[src/rtl/pfc_pkg.sv]
// Shared types, constants and square helpers for the Playfair cipher core.
`default_nettype none
package pfc_pkg;

	localparam int CodeW   = 5;
	localparam int PosW    = 3;
	localparam int AsciiW  = 7;
	localparam int ByteW   = 8;
	localparam int RowW    = 25;
	localparam int SideN   = 5;
	localparam int CfgIdxW = 3;
	localparam int QDepth  = 4;
	localparam int QAw     = $clog2(QDepth);
	localparam int QCntW   = $clog2(QDepth + 1);

	localparam logic [CodeW-1:0] CODE_X   = 5'd23;
	localparam logic [CodeW-1:0] CODE_I   = 5'd8;
	localparam logic [CodeW-1:0] CODE_J   = 5'd9;
	localparam logic [CodeW-1:0] CODE_MAX = 5'd25;

	localparam logic [ByteW-1:0] ASCII_UP_A = 8'd65;
	localparam logic [ByteW-1:0] ASCII_LO_A = 8'd97;
	localparam logic [AsciiW-1:0] ASCII_A7  = 7'd97;
	localparam logic [AsciiW-1:0] ASCII_Z7  = 7'd122;

	localparam logic [CfgIdxW-1:0] REG_DECRYPT = 3'd0;
	localparam logic [CfgIdxW-1:0] REG_ROW0    = 3'd1;
	localparam logic [CfgIdxW-1:0] REG_ROW1    = 3'd2;
	localparam logic [CfgIdxW-1:0] REG_ROW2    = 3'd3;
	localparam logic [CfgIdxW-1:0] REG_ROW3    = 3'd4;
	localparam logic [CfgIdxW-1:0] REG_ROW4    = 3'd5;

	localparam logic [RowW-1:0] ROW0_RST = 25'd4294688;
	localparam logic [RowW-1:0] ROW1_RST = 25'd10755269;
	localparam logic [RowW-1:0] ROW2_RST = 25'd16201099;
	localparam logic [RowW-1:0] ROW3_RST = 25'd21613104;
	localparam logic [RowW-1:0] ROW4_RST = 25'd27025109;

	typedef logic [SideN-1:0][RowW-1:0] square_t;

	typedef struct packed {
		logic    decrypt;
		square_t square;
	} cfg_t;

	typedef struct packed {
		logic [CodeW-1:0] a;
		logic [CodeW-1:0] b;
		logic             last;
		logic             end_only;
	} job_t;

	function automatic logic [CodeW-1:0] sq_cell(square_t sq, logic [PosW-1:0] r,
			logic [PosW-1:0] c);
		logic [CodeW-1:0] v;
		v = '0;
		for (int i = 0; i < SideN; i++) begin
			for (int k = 0; k < SideN; k++) begin
				if (r == PosW'(i) && c == PosW'(k))
					v = sq[i][CodeW*k +: CodeW];
			end
		end
		return v;
	endfunction

	// first occurrence in row-major order wins; missing code sits at row 0, column 0
	function automatic logic [2*PosW-1:0] locate(square_t sq, logic [CodeW-1:0] code);
		logic [2*PosW-1:0] pos;
		pos = '0;
		for (int i = SideN - 1; i >= 0; i--) begin
			for (int k = SideN - 1; k >= 0; k--) begin
				if (sq[i][CodeW*k +: CodeW] == code)
					pos = {PosW'(i), PosW'(k)};
			end
		end
		return pos;
	endfunction

	function automatic logic [PosW-1:0] add_mod5(logic [PosW-1:0] x, logic [PosW-1:0] inc);
		logic [PosW:0] s;
		s = {1'b0, x} + {1'b0, inc};
		if (s >= (PosW+1)'(SideN))
			s = s - (PosW+1)'(SideN);
		return s[PosW-1:0];
	endfunction

	function automatic logic [AsciiW-1:0] to_ascii(logic [CodeW-1:0] code);
		return (code > CODE_MAX) ? ASCII_Z7 : ASCII_A7 + AsciiW'(code);
	endfunction

endpackage
`default_nettype wire

[src/rtl/pfc_fifo.sv]
// Short job queue between the front and back parts.
`default_nettype none
module pfc_fifo (
	input  wire                  clk,
	input  wire                  arst_n,
	input  wire                  push,
	input  wire pfc_pkg::job_t   push_data,
	output logic                 full,
	input  wire                  pop,
	output pfc_pkg::job_t        pop_data,
	output logic                 empty
);

	pfc_pkg::job_t                  mem_q [pfc_pkg::QDepth];
	logic [pfc_pkg::QAw-1:0]        wr_ptr_q;
	logic [pfc_pkg::QAw-1:0]        rd_ptr_q;
	logic [pfc_pkg::QCntW-1:0]      cnt_q;
	logic                           do_push;
	logic                           do_pop;

	assign full     = (cnt_q == pfc_pkg::QCntW'(pfc_pkg::QDepth));
	assign empty    = (cnt_q == '0);
	assign do_push  = push && !full;
	assign do_pop   = pop && !empty;
	assign pop_data = mem_q[rd_ptr_q];

	always_ff @(posedge clk) begin
		if (do_push)
			mem_q[wr_ptr_q] <= push_data;
	end

	always_ff @(posedge clk or negedge arst_n) begin
		if (!arst_n) begin
			wr_ptr_q <= '0;
			rd_ptr_q <= '0;
			cnt_q    <= '0;
		end else begin
			if (do_push)
				wr_ptr_q <= wr_ptr_q + 1'b1;
			if (do_pop)
				rd_ptr_q <= rd_ptr_q + 1'b1;
			if (do_push && !do_pop)
				cnt_q <= cnt_q + 1'b1;
			else if (!do_push && do_pop)
				cnt_q <= cnt_q - 1'b1;
		end
	end

endmodule
`default_nettype wire

[src/rtl/pfc_front.sv]
// Front part: normalizes bytes, inserts fillers when encrypting, forms letter pairs into jobs.
`default_nettype none
module pfc_front (
	input  wire                          clk,
	input  wire                          arst_n,
	input  wire                          decrypt,
	input  wire                          in_valid,
	output logic                         in_ready,
	input  wire [pfc_pkg::ByteW-1:0]     in_byte,
	input  wire                          msg_end,
	output logic                         push,
	output pfc_pkg::job_t                push_data,
	input  wire                          full
);

	logic [pfc_pkg::CodeW-1:0] held_letter_q;
	logic                      held_valid_q;
	logic [pfc_pkg::CodeW-1:0] pair_first_q;
	logic                      pair_half_q;
	logic                      pend_valid_q;
	pfc_pkg::job_t             pend_q;

	logic                      accept;
	logic                      is_up;
	logic                      is_lo;
	logic                      is_letter;
	logic [pfc_pkg::ByteW-1:0] diff;
	logic [pfc_pkg::CodeW-1:0] code;
	logic [pfc_pkg::CodeW-1:0] feed [4];
	logic [2:0]                nf;
	logic                      hv_new;
	logic [pfc_pkg::CodeW-1:0] hl_new;
	logic                      half;
	logic [pfc_pkg::CodeW-1:0] first;
	pfc_pkg::job_t             job0;
	pfc_pkg::job_t             job1;
	logic [1:0]                nj;

	assign accept   = in_valid && in_ready;
	assign in_ready = !pend_valid_q && !full;

	always_comb begin
		is_up     = in_byte inside {[8'd65:8'd90]};
		is_lo     = in_byte inside {[8'd97:8'd122]};
		is_letter = is_up || is_lo;
		diff      = is_up ? (in_byte - pfc_pkg::ASCII_UP_A) :
		            is_lo ? (in_byte - pfc_pkg::ASCII_LO_A) : '0;
		code      = diff[pfc_pkg::CodeW-1:0];
		if (code == pfc_pkg::CODE_J)
			code = pfc_pkg::CODE_I;

		for (int i = 0; i < 4; i++)
			feed[i] = pfc_pkg::CODE_X;
		nf     = '0;
		hv_new = held_valid_q;
		hl_new = held_letter_q;
		if (decrypt) begin
			hv_new = 1'b0;
			if (is_letter) begin
				feed[0] = code;
				nf      = 3'd1;
			end
		end else begin
			if (is_letter) begin
				if (held_valid_q) begin
					feed[0] = held_letter_q;
					nf      = 3'd1;
					if (held_letter_q == code) begin
						feed[1] = pfc_pkg::CODE_X;
						nf      = 3'd2;
					end
				end
				hv_new = 1'b1;
				hl_new = code;
			end
			if (msg_end) begin
				if (hv_new) begin
					feed[nf[1:0]] = hl_new;
					nf            = nf + 3'd1;
				end
				// pad an odd count
				if (pair_half_q ^ nf[0]) begin
					feed[nf[1:0]] = pfc_pkg::CODE_X;
					nf            = nf + 3'd1;
				end
			end
		end

		half  = pair_half_q;
		first = pair_first_q;
		job0  = '0;
		job1  = '0;
		nj    = '0;
		for (int i = 0; i < 4; i++) begin
			if (3'(i) < nf) begin
				if (!half) begin
					first = feed[i];
					half  = 1'b1;
				end else begin
					if (nj == 2'd0) begin
						job0.a = first;
						job0.b = feed[i];
					end else begin
						job1.a = first;
						job1.b = feed[i];
					end
					nj   = nj + 2'd1;
					half = 1'b0;
				end
			end
		end

		if (msg_end) begin
			if (nj == 2'd0) begin
				job0.end_only = 1'b1;
				job0.last     = 1'b1;
				nj            = 2'd1;
			end else if (nj == 2'd1) begin
				job0.last = 1'b1;
			end else begin
				job1.last = 1'b1;
			end
		end
	end

	assign push      = pend_valid_q || (accept && nj != 2'd0);
	assign push_data = pend_valid_q ? pend_q : job0;

	always_ff @(posedge clk) begin
		if (accept && nj == 2'd2)
			pend_q <= job1;
	end

	always_ff @(posedge clk or negedge arst_n) begin
		if (!arst_n) begin
			held_letter_q <= '0;
			held_valid_q  <= 1'b0;
			pair_first_q  <= '0;
			pair_half_q   <= 1'b0;
			pend_valid_q  <= 1'b0;
		end else begin
			if (pend_valid_q && !full)
				pend_valid_q <= 1'b0;
			if (accept) begin
				pend_valid_q <= (nj == 2'd2);
				if (msg_end) begin
					held_letter_q <= '0;
					held_valid_q  <= 1'b0;
					pair_first_q  <= '0;
					pair_half_q   <= 1'b0;
				end else begin
					held_letter_q <= hl_new;
					held_valid_q  <= hv_new;
					pair_first_q  <= first;
					pair_half_q   <= half;
				end
			end
		end
	end

endmodule
`default_nettype wire

[src/rtl/pfc_back.sv]
// Back part: locates pair letters in the square, applies the rule, emits letters.
`default_nettype none
module pfc_back (
	input  wire                          clk,
	input  wire                          arst_n,
	input  wire pfc_pkg::cfg_t           cfg,
	input  wire                          q_empty,
	input  wire pfc_pkg::job_t           q_data,
	output logic                         q_pop,
	output logic                         out_valid,
	input  wire                          out_ready,
	output logic [pfc_pkg::AsciiW-1:0]   out_letter,
	output logic                         end_only,
	output logic                         last_out
);

	logic                      valid_s1;
	logic [pfc_pkg::PosW-1:0]  r1_s1;
	logic [pfc_pkg::PosW-1:0]  c1_s1;
	logic [pfc_pkg::PosW-1:0]  r2_s1;
	logic [pfc_pkg::PosW-1:0]  c2_s1;
	logic                      last_s1;
	logic                      eo_s1;

	logic [pfc_pkg::AsciiW-1:0] cur_q;
	logic [pfc_pkg::AsciiW-1:0] nxt_q;
	logic [1:0]                 cnt_q;
	logic                       eo_q;
	logic                       last_q;

	logic [2*pfc_pkg::PosW-1:0] pos_a;
	logic [2*pfc_pkg::PosW-1:0] pos_b;
	logic                       take_s1;
	logic                       load;
	logic                       xfer;
	logic [pfc_pkg::PosW-1:0]   inc;
	logic [pfc_pkg::CodeW-1:0]  o1;
	logic [pfc_pkg::CodeW-1:0]  o2;

	assign pos_a   = pfc_pkg::locate(cfg.square, q_data.a);
	assign pos_b   = pfc_pkg::locate(cfg.square, q_data.b);
	assign xfer    = out_valid && out_ready;
	assign load    = valid_s1 && (cnt_q == 2'd0 || (cnt_q == 2'd1 && out_ready));
	assign take_s1 = !valid_s1 || load;
	assign q_pop   = take_s1 && !q_empty;
	assign inc     = cfg.decrypt ? 3'd4 : 3'd1;

	always_comb begin
		if (r1_s1 == r2_s1) begin
			o1 = pfc_pkg::sq_cell(cfg.square, r1_s1, pfc_pkg::add_mod5(c1_s1, inc));
			o2 = pfc_pkg::sq_cell(cfg.square, r2_s1, pfc_pkg::add_mod5(c2_s1, inc));
		end else if (c1_s1 == c2_s1) begin
			o1 = pfc_pkg::sq_cell(cfg.square, pfc_pkg::add_mod5(r1_s1, inc), c1_s1);
			o2 = pfc_pkg::sq_cell(cfg.square, pfc_pkg::add_mod5(r2_s1, inc), c2_s1);
		end else begin
			o1 = pfc_pkg::sq_cell(cfg.square, r1_s1, c2_s1);
			o2 = pfc_pkg::sq_cell(cfg.square, r2_s1, c1_s1);
		end
	end

	assign out_valid  = (cnt_q != 2'd0);
	assign out_letter = cur_q;
	assign end_only   = eo_q;
	assign last_out   = last_q && (cnt_q == 2'd1);

	always_ff @(posedge clk) begin
		if (take_s1 && !q_empty) begin
			{r1_s1, c1_s1} <= pos_a;
			{r2_s1, c2_s1} <= pos_b;
			last_s1        <= q_data.last;
			eo_s1          <= q_data.end_only;
		end
		if (load) begin
			cur_q  <= eo_s1 ? '0 : pfc_pkg::to_ascii(o1);
			nxt_q  <= pfc_pkg::to_ascii(o2);
			eo_q   <= eo_s1;
			last_q <= last_s1;
		end else if (xfer) begin
			cur_q <= nxt_q;
		end
	end

	always_ff @(posedge clk or negedge arst_n) begin
		if (!arst_n) begin
			valid_s1 <= 1'b0;
			cnt_q    <= '0;
		end else begin
			if (take_s1)
				valid_s1 <= !q_empty;
			if (load)
				cnt_q <= eo_s1 ? 2'd1 : 2'd2;
			else if (xfer)
				cnt_q <= cnt_q - 2'd1;
		end
	end

endmodule
`default_nettype wire

[src/rtl/playfair_cipher_core.sv]
// Top level of the Playfair cipher core: registers, front, queue and back.
//
//  channel | signals                              | direction
//  --------+--------------------------------------+----------
//  in      | in_valid in_ready in_byte msg_end    | to core
//  out     | out_valid out_ready out_letter       | from core
//          | end_only last_out                    |
//  cfg     | cfg_valid cfg_ready cfg_index        | to core
//          | cfg_data                             |
//
// The front takes one byte per cycle while the queue has room; a byte that
// closes two pairs holds off the next byte until its second job is queued.
// The back emits one letter per cycle while out_ready is high, two per pair.
// A four-entry job queue lets either side stall on its own. Reset clears the
// square to a..z without j and selects encrypt mode. cfg_ready is always high.
`default_nettype none
module playfair_cipher_core (
	input  wire                            clk,
	input  wire                            arst_n,
	input  wire                            in_valid,
	output logic                           in_ready,
	input  wire [pfc_pkg::ByteW-1:0]       in_byte,
	input  wire                            msg_end,
	output logic                           out_valid,
	input  wire                            out_ready,
	output logic [pfc_pkg::AsciiW-1:0]     out_letter,
	output logic                           end_only,
	output logic                           last_out,
	input  wire                            cfg_valid,
	output logic                           cfg_ready,
	input  wire [pfc_pkg::CfgIdxW-1:0]     cfg_index,
	input  wire [pfc_pkg::RowW-1:0]        cfg_data
);

	pfc_pkg::cfg_t cfg_q;
	pfc_pkg::job_t push_data;
	pfc_pkg::job_t pop_data;
	logic          push;
	logic          full;
	logic          pop;
	logic          empty;

	assign cfg_ready = 1'b1;

	always_ff @(posedge clk or negedge arst_n) begin
		if (!arst_n) begin
			cfg_q.decrypt   <= 1'b0;
			cfg_q.square[0] <= pfc_pkg::ROW0_RST;
			cfg_q.square[1] <= pfc_pkg::ROW1_RST;
			cfg_q.square[2] <= pfc_pkg::ROW2_RST;
			cfg_q.square[3] <= pfc_pkg::ROW3_RST;
			cfg_q.square[4] <= pfc_pkg::ROW4_RST;
		end else if (cfg_valid && cfg_ready) begin
			case (cfg_index)
				pfc_pkg::REG_DECRYPT: cfg_q.decrypt   <= cfg_data[0];
				pfc_pkg::REG_ROW0:    cfg_q.square[0] <= cfg_data;
				pfc_pkg::REG_ROW1:    cfg_q.square[1] <= cfg_data;
				pfc_pkg::REG_ROW2:    cfg_q.square[2] <= cfg_data;
				pfc_pkg::REG_ROW3:    cfg_q.square[3] <= cfg_data;
				pfc_pkg::REG_ROW4:    cfg_q.square[4] <= cfg_data;
				default: ;
			endcase
		end
	end

	pfc_front u_front (
		.clk       (clk),
		.arst_n    (arst_n),
		.decrypt   (cfg_q.decrypt),
		.in_valid  (in_valid),
		.in_ready  (in_ready),
		.in_byte   (in_byte),
		.msg_end   (msg_end),
		.push      (push),
		.push_data (push_data),
		.full      (full)
	);

	pfc_fifo u_fifo (
		.clk       (clk),
		.arst_n    (arst_n),
		.push      (push),
		.push_data (push_data),
		.full      (full),
		.pop       (pop),
		.pop_data  (pop_data),
		.empty     (empty)
	);

	pfc_back u_back (
		.clk        (clk),
		.arst_n     (arst_n),
		.cfg        (cfg_q),
		.q_empty    (empty),
		.q_data     (pop_data),
		.q_pop      (pop),
		.out_valid  (out_valid),
		.out_ready  (out_ready),
		.out_letter (out_letter),
		.end_only   (end_only),
		.last_out   (last_out)
	);

endmodule
`default_nettype wire

[config.mk]
export PLATFORM = sky130hd
export DESIGN_NAME = playfair_cipher_core
export DESIGN_NICKNAME = d
export VERILOG_FILES = /design/src/rtl/pfc_pkg.sv /design/src/rtl/pfc_fifo.sv /design/src/rtl/pfc_front.sv /design/src/rtl/pfc_back.sv /design/src/rtl/playfair_cipher_core.sv
export SDC_FILE = /design/constraint.sdc
export NUM_CORES = 1
export LEC_CHECK = 0
export ABC_AREA = 1
export BUFFER_PORTS_ARGS = -buffer_cell sky130_fd_sc_hd__buf_2
export CORE_MARGIN = 2
export CORE_UTILIZATION = 30
export CTS_CLUSTER_SIZE = 14
export DETAILED_ROUTE_END_ITERATION = 12
export GPL_TIMING_DRIVEN = 0
export PLACE_DENSITY = 0.4
export SETUP_SLACK_MARGIN = 0.15
export SLEW_MARGIN = 20
export SYNTH_ARGS = -nofsm -noshare
export SYNTH_HDL_FRONTEND = slang
export SYNTH_SLANG_ARGS = --single-unit
[constraint.sdc]
create_clock -name clk -period 10.3 [get_ports clk]
set_input_delay 2.575 -clock clk [delete_from_list [all_inputs] [get_ports clk]]
set_output_delay 2.575 -clock clk [all_outputs]
set_load 0.01 [all_outputs]
==> results of run 1 <==
[final timing paths]
| kind | startpoint | to | slack, ps | cells past startpoint |
|---|---|---|---|---|
| setup / recovery | in_byte[0] | u_fifo.cnt_q[2] | 1820 | 44 |
| hold / removal | cfg_q[86] | cfg_q[86] | 520 | 2 |
| setup reg to reg | cfg_q[125] | u_back.nxt_q[3] | 3410 | 47 |
| hold reg to reg | cfg_q[86] | cfg_q[86] | 520 | 2 |
| max in group asynchronous | arst_n | cfg_q[106] | 7440 | 2 |
| min in group asynchronous | arst_n | u_fifo.rd_ptr_q[0] | 1930 | 1 |
[layout by cell type (no fill, tap or decap), types with 44 or more instances in the layout]
cell type,count
nand2_1,1123
inv_1,562
nor2_1,348
o21ai_0,313
xor2_1,199
nand3_1,148
a21oi_1,116
nand4_1,115
dfrtp_1,94
edfxtp_1,89
buf_2,76
clkbuf_1,69
o22ai_1,69
nor3_1,62
dfstp_2,55
ha_1,44
[flip-flops by register name (all words and copies together) (netlist names), 2 cells and up]
name and cells:
u_fifo.rd_ptr_q 2, u_back.c2_s1 3, u_back.out_letter 7, u_back.cnt_q 2
u_fifo.wr_ptr_q 2, u_back.nxt_q 7, u_front.pend_q 11, u_fifo.cnt_q 3
u_back.r1_s1 3, u_back.r2_s1 3, u_fifo.mem_q 48, u_back.c1_s1 3
u_front.held_letter_q 5, u_front.pair_first_q 5, cfg_q 126
[metrics by stage]
stage | std cells | hold WS [ps] | power [mW] | area (sq um)
final | 4776 | 515 | 9.14 | 25400
after global routing | 4776 | 554 | 9.90 | 25400
after global placement | 4720 | 485 | 8.06 | 24400
after floorplan | 3690 | 400 | 5.65 | 23000
after CTS | 4776 | 514 | 9.06 | 25400
after detailed placement | 4724 | 491 | 8.04 | 24500
[power by group through the flow]
stage / logic [mW] / clock network [mW] / registers, mW
floorplan: 4.17 / 0 / 1.48
global placement: 6.42 / 0 / 1.64
detailed placement: 6.40 / 0 / 1.65
CTS: 6.42 / 1.01 / 1.63
global route: 7.18 / 1.05 / 1.66
finish: 6.50 / 0.989 / 1.65
[area by class of cell]
type                    count  area share (%)
clock buffers              37            3.09
flip-flops and latches    238            25.5
clock inverters            15           0.413
repair buffers             56            1.27
well taps                 978            4.81
plain buffers             125            2.06
inverters                 587            8.71
multi-input cells        2740            54.2
[logic make-up after synthesis]
logic type	synth area share (%)
AOI/OAI and AO/OA	14.4
xor gates and xnor gates	8.06
adders and majority gates	2.57
buffers and inverters	11.9
DFF	28.2
muxes	0.0491
other	0.0163
and+or+nand+nor	34.7
[worst max-delay path: cells and delay by family]
family                   cells  cell delay, ps
XOR/XNOR                     1             160
buffers and inverters       13            1180
AO/OA/AOI/OAI                6             780
adder cells (fa/ha/maj)      7            2180
AND/OR/NAND/NOR             17            2040
[routing by layer]
metal | vias up | wire, microns | GRT usage (%) | part of all wire, %
met4 | 0 | 2870 | 6.84 | 2.6
met5 | - | 0 | 0 | 0
met2 | 998 | 43700 | 39.1 | 39
li1 | 12000 | - | - | -
met3 | 100 | 10700 | 5.69 | 9.6
met1 | 11800 | 54200 | 42.9 | 49
==> metrics.md, run 1 <==
| Metric | Value |
|---|---|
| Outcome | finished clean |
| Area of the multi-input gates | roughly 0.014 sq mm |
| Synth warn | 0 |
| Worst-skew pair later-pin latency | 590 ps |
| Peak VDD IR | between 0.1 and 0.15 mV |
| Worst EP arrival | 8940 ps |
| Final ANT Viol Nets | 0 |
| Area leader, netlist | nand2_1 |
| Core area | roughly 0.076 sq mm |
| Clk buf depth | 3 |
| Routed vias/inst | 5.23 |
| Fin. max-slew vios | 0 |
| Switching share of power | about 60% |
| HP Class | flip-flop to flip-flop |
| Yosys top cell area share | around 18% |
| RSZ-0062 raised after global routing | false |
| Row count | 101 |
| Critical path's most frequent cell | inv_1 |
| Initial antenna violation count | 1 |
| Final period util | ~80% |
| PnR worst setup slack | 1820 ps |
| DP HPWL | 91800 microns |
| Input/output buffers | 52 |
| Initial Utilization | 30.3% |
| Die W | 281 microns |
| Most frequent cell after synthesis | nand2_1 |
| Post-Synthesis Cells | around 3700 |
| Psw | 5.45 mW |
| Diodes inserted | 0 |
| Post-CTS Setup Bufs | 0 |
| Die H | roughly 280 microns |
| Final #Nets | between 3000 and 4000 |
| EDFF count, synth | 89 |
| Worst Tran Pin Value | 1160 ps |
| GRT Total Usage | 27.9% |
| Clk pwr share | 10.8% |
| Max stage delay cell, worst path | fa_1 |
| Mean Syn Cell Area | 6.22 sq um |
| Critical Path End Type | flip-flop |
| Avg WL per Cell | 23.3 microns |
| Fmax | 118 MHz |
| Commonest cells post-synth | 1123 x nand2_1, 562 x inv_1, 348 x nor2_1 |
| Power share of the sequential group | 18.0% |
| Number of global-route vias before repair | 23200 |
| Max-cap viol count | 0 |
| Crit path largest cell delay | 550 ps |
| Pwr Density | ~360 mW/mm^2 |
| TritonRoute pass-1 iters | 6 |
| IO Count | 54 |
| H-tree depth | 1 |
| Tmin final | 8480 ps |
| 1st-iter DRT viols | 2950 |
| Reg area | 0.00647 sq mm |
| Post-Syn Area | 0.0229 sq mm |
| Placer Congestion | 0.982 |
| Fin Setup TNS | 0 ps |
| Max-slew headroom at the worst pin | roughly a fifth |
| Pleak | between 10 and 15 nW |
| Post-synth top flop | dfrtp_1 |
| Crit Path Max Fanout | 10 |
| Residual DRC | 0 |
| Synth area leaders | nand2_1 18%, edfxtp_1 12%, dfrtp_1 10% |
| CTS Buf Count | 28 |
| Required @ worst endpoint | 10760 ps |
| Largest net degree at the start of global routing | between 80 and 90 |
| CTS tree | done |
| Setup WS pre-CTS | between 1000 and 1500 ps |
| Core Util, Final | 33.5% |
| Layout area overhead | 10.8% |
| Skew final | 21.9 ps |
| Via count | 25000 |
| CP startpoint kind | primary input |
| Clock Root Buffer | clkbuf_16 |
| Routed WL | roughly 110000 microns |
| Critical path class | primary input to flip-flop |
| Reg clk slew, reported paths | around 60 ps |
| Die Area | 0.0787 sq mm |
| Synthesized flop and latch total | 238 |
| Post-synthesis cell type count | between 60 and 70 |
| Seq/Total Area, Yosys | 28.2% |
| Ys async rst share | a little over three fifths |
| Grt total ovfl | 0 |
| Hold Buf Count CTS | 0 |
| Final setup viols | 0 |
| Final hold vios | 0 |
| P_int | approximately 3.7 mW |
| First-pass GRT wire length | 159000 microns |
| Filler instances | ~8700 |
| Comb pwr share | between 70% and 80% |
| Share of cells above drive strength 1 | between 6 and 7% |
| Post-CTS Resized | 0 |
| Clk sinks | 238 |
(Power assumes the default switching activity.)
==> inputs of run 2 (changes only) <==
--- a/config.mk
+++ b/config.mk
@@ -12,7 +12,7 @@
 export CTS_CLUSTER_SIZE = 14
 export DETAILED_ROUTE_END_ITERATION = 12
 export GPL_TIMING_DRIVEN = 0
-export PLACE_DENSITY = 0.4
+export PLACE_DENSITY = 0.42
 export SETUP_SLACK_MARGIN = 0.15
 export SLEW_MARGIN = 20
 export SYNTH_ARGS = -nofsm -noshare
==> constraint.sdc (replaced) <==
create_clock -name clk -period 7 [get_ports clk]
set_input_delay 1.75 -clock clk [delete_from_list [all_inputs] [get_ports clk]]
set_output_delay 1.75 -clock clk [all_outputs]
set_load 0.01 [all_outputs]
==> run 2 against run 1 <==
Net effect:
- clock power up 59%
- largest power group unchanged
- flip-flop and latch count did not move
- critical endpoint is now u_fifo.cnt_q[1]
- sequential power increased by 44%
- wire length decreased by 5.2%
==> metrics.md, run 2 (synthesis gave the netlist of run 1 again) <==
| Metric | Value |
|---|---|
| TritonRoute pass-1 iters | 5 (-1) |
| Top flop regs | cfg_q (126), u_fifo.mem_q (48), u_front.pend_q (11) |
| CP startpoint kind | primary input |
| Clk buf depth | 3 (unchanged) |
| Clk sinks | 238 (unchanged) |
| Most common cell after layout, fill and taps aside | nand2_1 |
| CP startpoint | in_byte[1] |
| Critical path's top delay family | adder cells |
| Max-slew headroom at the worst pin | 18.9% (-1.8 points) |
| RSZ-0062 raised after global routing | false |
| Tmin final | 6560 ps |
| CTS tree | done |
| Placer Congestion | 0.926 (-5.8%) |
| Critical Path Stages | 42 (-4.5%) |
| FF-to-FF End | u_back.nxt_q[1] |
| Die H | 281 microns (unchanged) |
| CTS Buf Count | 29 (+3.6%) |
| Fmax | 152 MHz |
| Core area | 0.0758 sq mm (unchanged) |
| Most frequent cells in the layout | 1121 x nand2_1, 558 x inv_1, 343 x nor2_1 |
| Routed WL | 106000 microns (-5.2%) |
| Worst R2R Path Depth | 43 (-8.5%) |
| Final period util | 93.8% |
| First-pass GRT wire length | 154000 microns (-3.4%) |
| Residual DRC | 0 (unchanged) |
| Worst Hold Launch | cfg_q[44] |
| Worst Tran Pin Value | 1210 ps (+47.6 ps) |
| Die W | 281 microns (unchanged) |
| Clock Root Buffer | clkbuf_16 |
| DP HPWL | 86900 microns (-5.4%) |
| Final ANT Viol Nets | 0 (unchanged) |
| Avg WL per Cell | 22.0 microns (-5.5%) |
| Largest register by flop count | cfg_q |
| Setup crit end | u_fifo.cnt_q[1] |
| Max-cap viol count | 0 (unchanged) |
| Critical path class | primary input to flip-flop |
| Layout area overhead | 12.2% |
| Pwr Density | 521 mW/mm^2 (+45%) |
| Number of flip-flops in the largest register | 126 (unchanged) |
| Skew final | 14.6 ps (-7.31 ps) |
| Initial Utilization | 30.3% (unchanged) |
| Worst EP arrival | 7060 ps (-1880 ps) |
| Fin. max-slew vios | 0 (unchanged) |
| Area of placed instances | 0.0246 sq mm (+0.20%) |
| Final setup viols | 0 (unchanged) |
| Worst-skew pair later-pin latency | 610 ps (+20 ps) |
| Max stage delay cell, worst path | fa_2 |
| Number of global-route vias before repair | 23600 (+1.7%) |
| Pleak | 11.3 nW (+1.2%) |
| Initial antenna violation count | 3 (+2) |
| Critical Path End Type | flip-flop |
| Required @ worst endpoint | 7490 ps (-3270 ps) |
| Share of cells above drive strength 1 | 7.74% (+1.1 points) |
| Diodes inserted | 0 (unchanged) |
| Reg clk slew, reported paths | 70 ps (about the same) |
| HP Class | flip-flop to flip-flop |
| Die Area | 0.0787 sq mm (unchanged) |
| Crit path largest cell delay | 460 ps (-90 ps) |
| GRT Total Usage | 26.5% (-1.4 points) |
| Via count | 24700 (-1.2%) |
| Crit Path Max Fanout | 8 (-2) |
| H-tree depth | 1 (unchanged) |
| Critical path's most frequent cell | inv_2 |
| Input/output buffers | 52 (unchanged) |
| Final Cell Area | 0.0258 sq mm (+1.3%) |
| Buf/Inv on CP | 13 (unchanged) |
| Total Power | 13.4 mW (+47%) |
| Routed vias/inst | 5.15 (-1.5%) |
| Grt total ovfl | 0 (unchanged) |
| Reg2reg start | cfg_q[125] |
| R2r setup slk | 790 ps (-2620 ps) |
| Outcome | finished clean |
| IO Count | 54 (unchanged) |
| Final hold vios | 0 (unchanged) |
| Row count | 101 (unchanged) |
| 1st-iter DRT viols | 2108 (-29%) |
| Peak VDD IR | 0.231 mV (+83%) |
| Largest net degree at the start of global routing | 69 (-22%) |
| Final #Nets | 3878 (+0.36%) |
[run 2: timing repair]
item | in CTS | in global routing
hold buffers | 0 | 0
resized for setup | 11 | 21
setup buffers | 4 | 10
pin swaps | 8 | 19
setup endpoints to repair | 50 | 71
gates cloned | 0 | 0
[run 2: power by group]
group / switching [mW] / internal, mW / total [mW]
Clock: 0.669 / 0.899 / 1.57
Combinational: 6.79 / 2.68 / 9.48
Sequential: 0.425 / 1.94 / 2.37
[run 2: how the worst min path moves through the flow]
stage / to / slack, ps / cells past startpoint
2_1_floorplan: u_back.last_q / 400 / 0
3_3_place_gp: cfg_q[44] / 480 / 2
6_report: cfg_q[44] / 500 / 2
4_1_cts: cfg_q[44] / 500 / 2
3_5_place_dp: cfg_q[44] / 480 / 2
5_1_grt: u_back.out_letter[0] / 530 / 2
[run 2: metrics by stage]
stage          util, %  setup TNS [ps]  setup WS [ps]  hold slack, ps  cells
2_1_floorplan        -               0            153             400   3690
3_3_place_gp      32.3          -46960           -778             478   4720
3_5_place_dp      32.4          -45000           -776             484   4723
4_1_cts           33.8               0            177             499   4781
5_1_grt           34.0               0            131             535   4791
6_report          34.0               0            437             497   4791
[run 2: worst reg2reg max path: cells and delay by family, from the launching register on]
family	cells	cell delay [ps]
fa+ha+maj	4	910
buf+inv	6	990
flops	1	480
simple gates	33	3600
[run 2: area by class of cell]
type | count | area, sq um
fillers | 8593 | 50100
multi-input cells | 2740 | 13900
flip-flops and latches | 238 | 6470
inverters | 587 | 2230
well taps | 978 | 1220
clock buffers | 35 | 768
plain buffers | 125 | 526
repair buffers | 69 | 455
clock inverters | 19 | 203
[run 2: layer usage]
metal  global-route usage (%)  part of all wire [%]  vias up
met2                     41.5                    43      882
met1                     37.5                    46    11600
met4                     8.02                   3.3        2
li1                         -                     -    12100
met3                     3.86                   7.3      141
met5                        0                 0.010        -
==> inputs of run 3 (changes only) <==
--- a/config.mk
+++ b/config.mk
@@ -11,7 +11,7 @@
 export CORE_UTILIZATION = 30
 export CTS_CLUSTER_SIZE = 14
 export DETAILED_ROUTE_END_ITERATION = 12
-export GPL_TIMING_DRIVEN = 0
+export GPL_TIMING_DRIVEN = 1
 export PLACE_DENSITY = 0.42
 export SETUP_SLACK_MARGIN = 0.15
 export SLEW_MARGIN = 20
==> run 3 against run 2 <==
Net effect:
- combinational power rose by 0.9%
- worst hold slack improved by 2.3 ps
- clock-buffer cell count rose by 8
- non-clock buffer count fell by 61
- die area did not move
- cell count fell by 1.3%
- first-iteration DRC count rose by 40%
- via count rose by 1.6%
- flip-flop and latch count did not move
- total power rose by 1.4%
- critical path type unchanged
- critical endpoint is now u_fifo.cnt_q[2]
- highest routed layer is now met4
==> metrics.md, run 3 (synthesis gave the netlist of run 1 again) <==
| Metric | Value |
|---|---|
| Worst EP arrival | 6820 ps (-240 ps) |
| RSZ-0062 raised after global routing | false |
| CP startpoint | in_byte[1] |
| Largest net degree at the start of global routing | 69 (unchanged) |
| Critical path's most frequent cell | nand2_2 |
| CTS tree | done |
| Via count | 25100 (+1.6%) |
| Clk pwr share | 10.6% (-1.1 points) |
| Max-cap viol count | 0 (unchanged) |
| Grt total ovfl | 0 (unchanged) |
| P_int | 5.50 mW (-0.54%) |
| Tmin final | 6350 ps (-211 ps) |
| Minimum hold slack | 499 ps (+2.31 ps) |
| Reg area | 0.00647 sq mm (unchanged) |
| Layout area overhead | 11.3% |
| Top flop regs | cfg_q (126), u_fifo.mem_q (48), u_front.pend_q (11) |
| Clk buf depth | 3 (unchanged) |
| Initial Utilization | 30.3% (unchanged) |
| Psw | 8.10 mW (+2.7%) |
| Reg clk slew, reported paths | 60 ps (about the same) |
| IO Count | 54 (unchanged) |
| Worst Hold Launch | cfg_q[86] |
| Post-CTS Setup Bufs | 0 (-4) |
| Hold Buf Count CTS | 0 (unchanged) |
| Comb pwr share | 70.4% (-0.2 points) |
| Peak VDD IR | 0.202 mV (-12%) |
| Diodes inserted | 0 (unchanged) |
| First-pass GRT wire length | 158000 microns (+3.1%) |
| Fmax | 157 MHz (+3.3%) |
| Clk sinks | 238 (unchanged) |
| GRT Total Usage | 27.4% (+0.92 points) |
| Worst-skew pair later-pin latency | 590 ps (-20 ps) |
| Core area | 0.0758 sq mm (unchanged) |
| Most frequent cells in the layout | 1122 x nand2_1, 559 x inv_1, 346 x nor2_1 |
| Filler instances | 8497 (-1.1%) |
| Final std cells w/o fill | 4728 (-1.3%) |
| Area of the multi-input gates | 0.0138 sq mm (-0.49%) |
| Die W | 281 microns (unchanged) |
| Worst Tran Pin Value | 1080 ps (-127 ps) |
| Die Area | 0.0787 sq mm (unchanged) |
| Switching share of power | 59.6% (+0.77 points) |
| Outcome | finished clean |
| Initial antenna violation count | 0 (-3) |
| DP HPWL | 90000 microns (+3.6%) |
| Critical path class | primary input to flip-flop |
| Share of cells above drive strength 1 | 8.19% (+0.45 points) |
| Power share of the sequential group | 19.0% (+1.3 points) |
| 1st-iter DRT viols | 2947 (+40%) |
| Routed WL | 110000 microns (+4.0%) |
| Crit path largest cell delay | 440 ps (-20 ps) |
| Fin. max-slew vios | 0 (unchanged) |
| Final #Nets | 3816 (-1.6%) |
| Number of global-route vias before repair | 23100 (-2.0%) |
| Max-slew headroom at the worst pin | 26.2% (+7.3 points) |
| Avg WL per Cell | 23.2 microns (+5.4%) |
| Die H | 281 microns (unchanged) |
| Routed vias/inst | 5.30 (+2.9%) |
| Pleak | 11.3 nW (about the same) |
| Residual DRC | 0 (unchanged) |
| Final period util | 90.7% (-3.0 points) |
| Critical Path End Type | flip-flop |
| TritonRoute pass-1 iters | 7 (+2) |
| Reg2reg start | cfg_q[125] |
| Clock Root Buffer | clkbuf_16 |
| Pwr Density | 532 mW/mm^2 (+2.2%) |
| Placed cell count | 4676 (-1.0%) |
| H-tree depth | 1 (unchanged) |
| Max stage delay cell, worst path | fa_2 |
| Crit Path Max Fanout | 3 (-5) |
| Most common cell after layout, fill and taps aside | nand2_1 |
| Row count | 101 (unchanged) |
| HP Class | flip-flop to flip-flop |
| CTS Buf Count | 28 (-3.4%) |
| CP startpoint kind | primary input |
| Placer Congestion | 0.985 (+6.4%) |
| Input/output buffers | 52 (unchanged) |
| Final hold vios | 0 (unchanged) |
| Skew final | 11.9 ps (-2.62 ps) |
| Required @ worst endpoint | 7470 ps (-20 ps) |
| Largest register by flop count | cfg_q |
| Number of flip-flops in the largest register | 126 (unchanged) |
| Fin Setup TNS | 0 ps (unchanged) |
| Final setup viols | 0 (unchanged) |
| Final ANT Viol Nets | 0 (unchanged) |
[run 3: final timing paths]
path                                              to  slack (ps)  cells past startpoint
worst min-delay path                       cfg_q[86]         500                      2
worst max-delay path                 u_fifo.cnt_q[2]         650                     42
min in group asynchronous         u_fifo.rd_ptr_q[1]        1160                      1
max in group asynchronous                  cfg_q[88]        4620                      2
worst max register to register  u_back.out_letter[1]        1020                     40
worst min register to register             cfg_q[86]         500                      2
[run 3: layout make-up]
type	instances	area share, %
Inverter	587	8.66
Clock buffer	43	3.08
Timing Repair Buffer	133	3.67
Multi-Input combinational cell	2740	54.1
Sequential cell	238	25.3
Clock inverter	9	0.406
Tap cell	978	4.79
[run 3: through the flow]
step | utilization [%] | worst slack [ps] | cell area (sq um) | power, mW
floorplan | - | 153 | 23000 | 8.32
global placement | 32.5 | 2.61 | 24700 | 12.0
detailed placement | 32.5 | 22.2 | 24700 | 12.0
CTS | 33.7 | 621 | 25500 | 13.4
global route | 33.7 | 181 | 25500 | 14.6
finish | 33.7 | 649 | 25500 | 13.6
[run 3: per-layer routing]
metal	track usage, %	routed length (microns)	part of all wire, %	up-vias
met5	0	0	0	-
met4	5.81	2370	2.2	0
met2	39.4	44100	40	1039
met1	43.1	54100	49	12000
li1	-	-	-	11900
met3	3.27	9330	8.5	104
[run 3: repair_timing]
item                                    4_1_cts  5_1_grt
gates resized for setup                       0        1
endpoints found under the hold margin         0        0
endpoints found under the setup margin        0        1
[run 3: worst max-delay path: cells and delay by family]
| family | cells | cell delay, ps |
|---|---|---|
| AO/OA/AOI/OAI | 4 | 490 |
| XOR/XNOR | 2 | 290 |
| adder cells (fa/ha/maj) | 7 | 1800 |
| buffers and inverters | 9 | 560 |
| AND/OR/NAND/NOR | 20 | 1910 |
[run 3: power groups by stage]
stage          combinational (mW)  clock, mW  sequential, mW
6_report                     9.57       1.45            2.58
5_1_grt                      10.5       1.55            2.60
4_1_cts                      9.42       1.49            2.55
3_5_place_dp                 9.39          0            2.57
3_3_place_gp                 9.42          0            2.57
2_1_floorplan                6.14          0            2.18
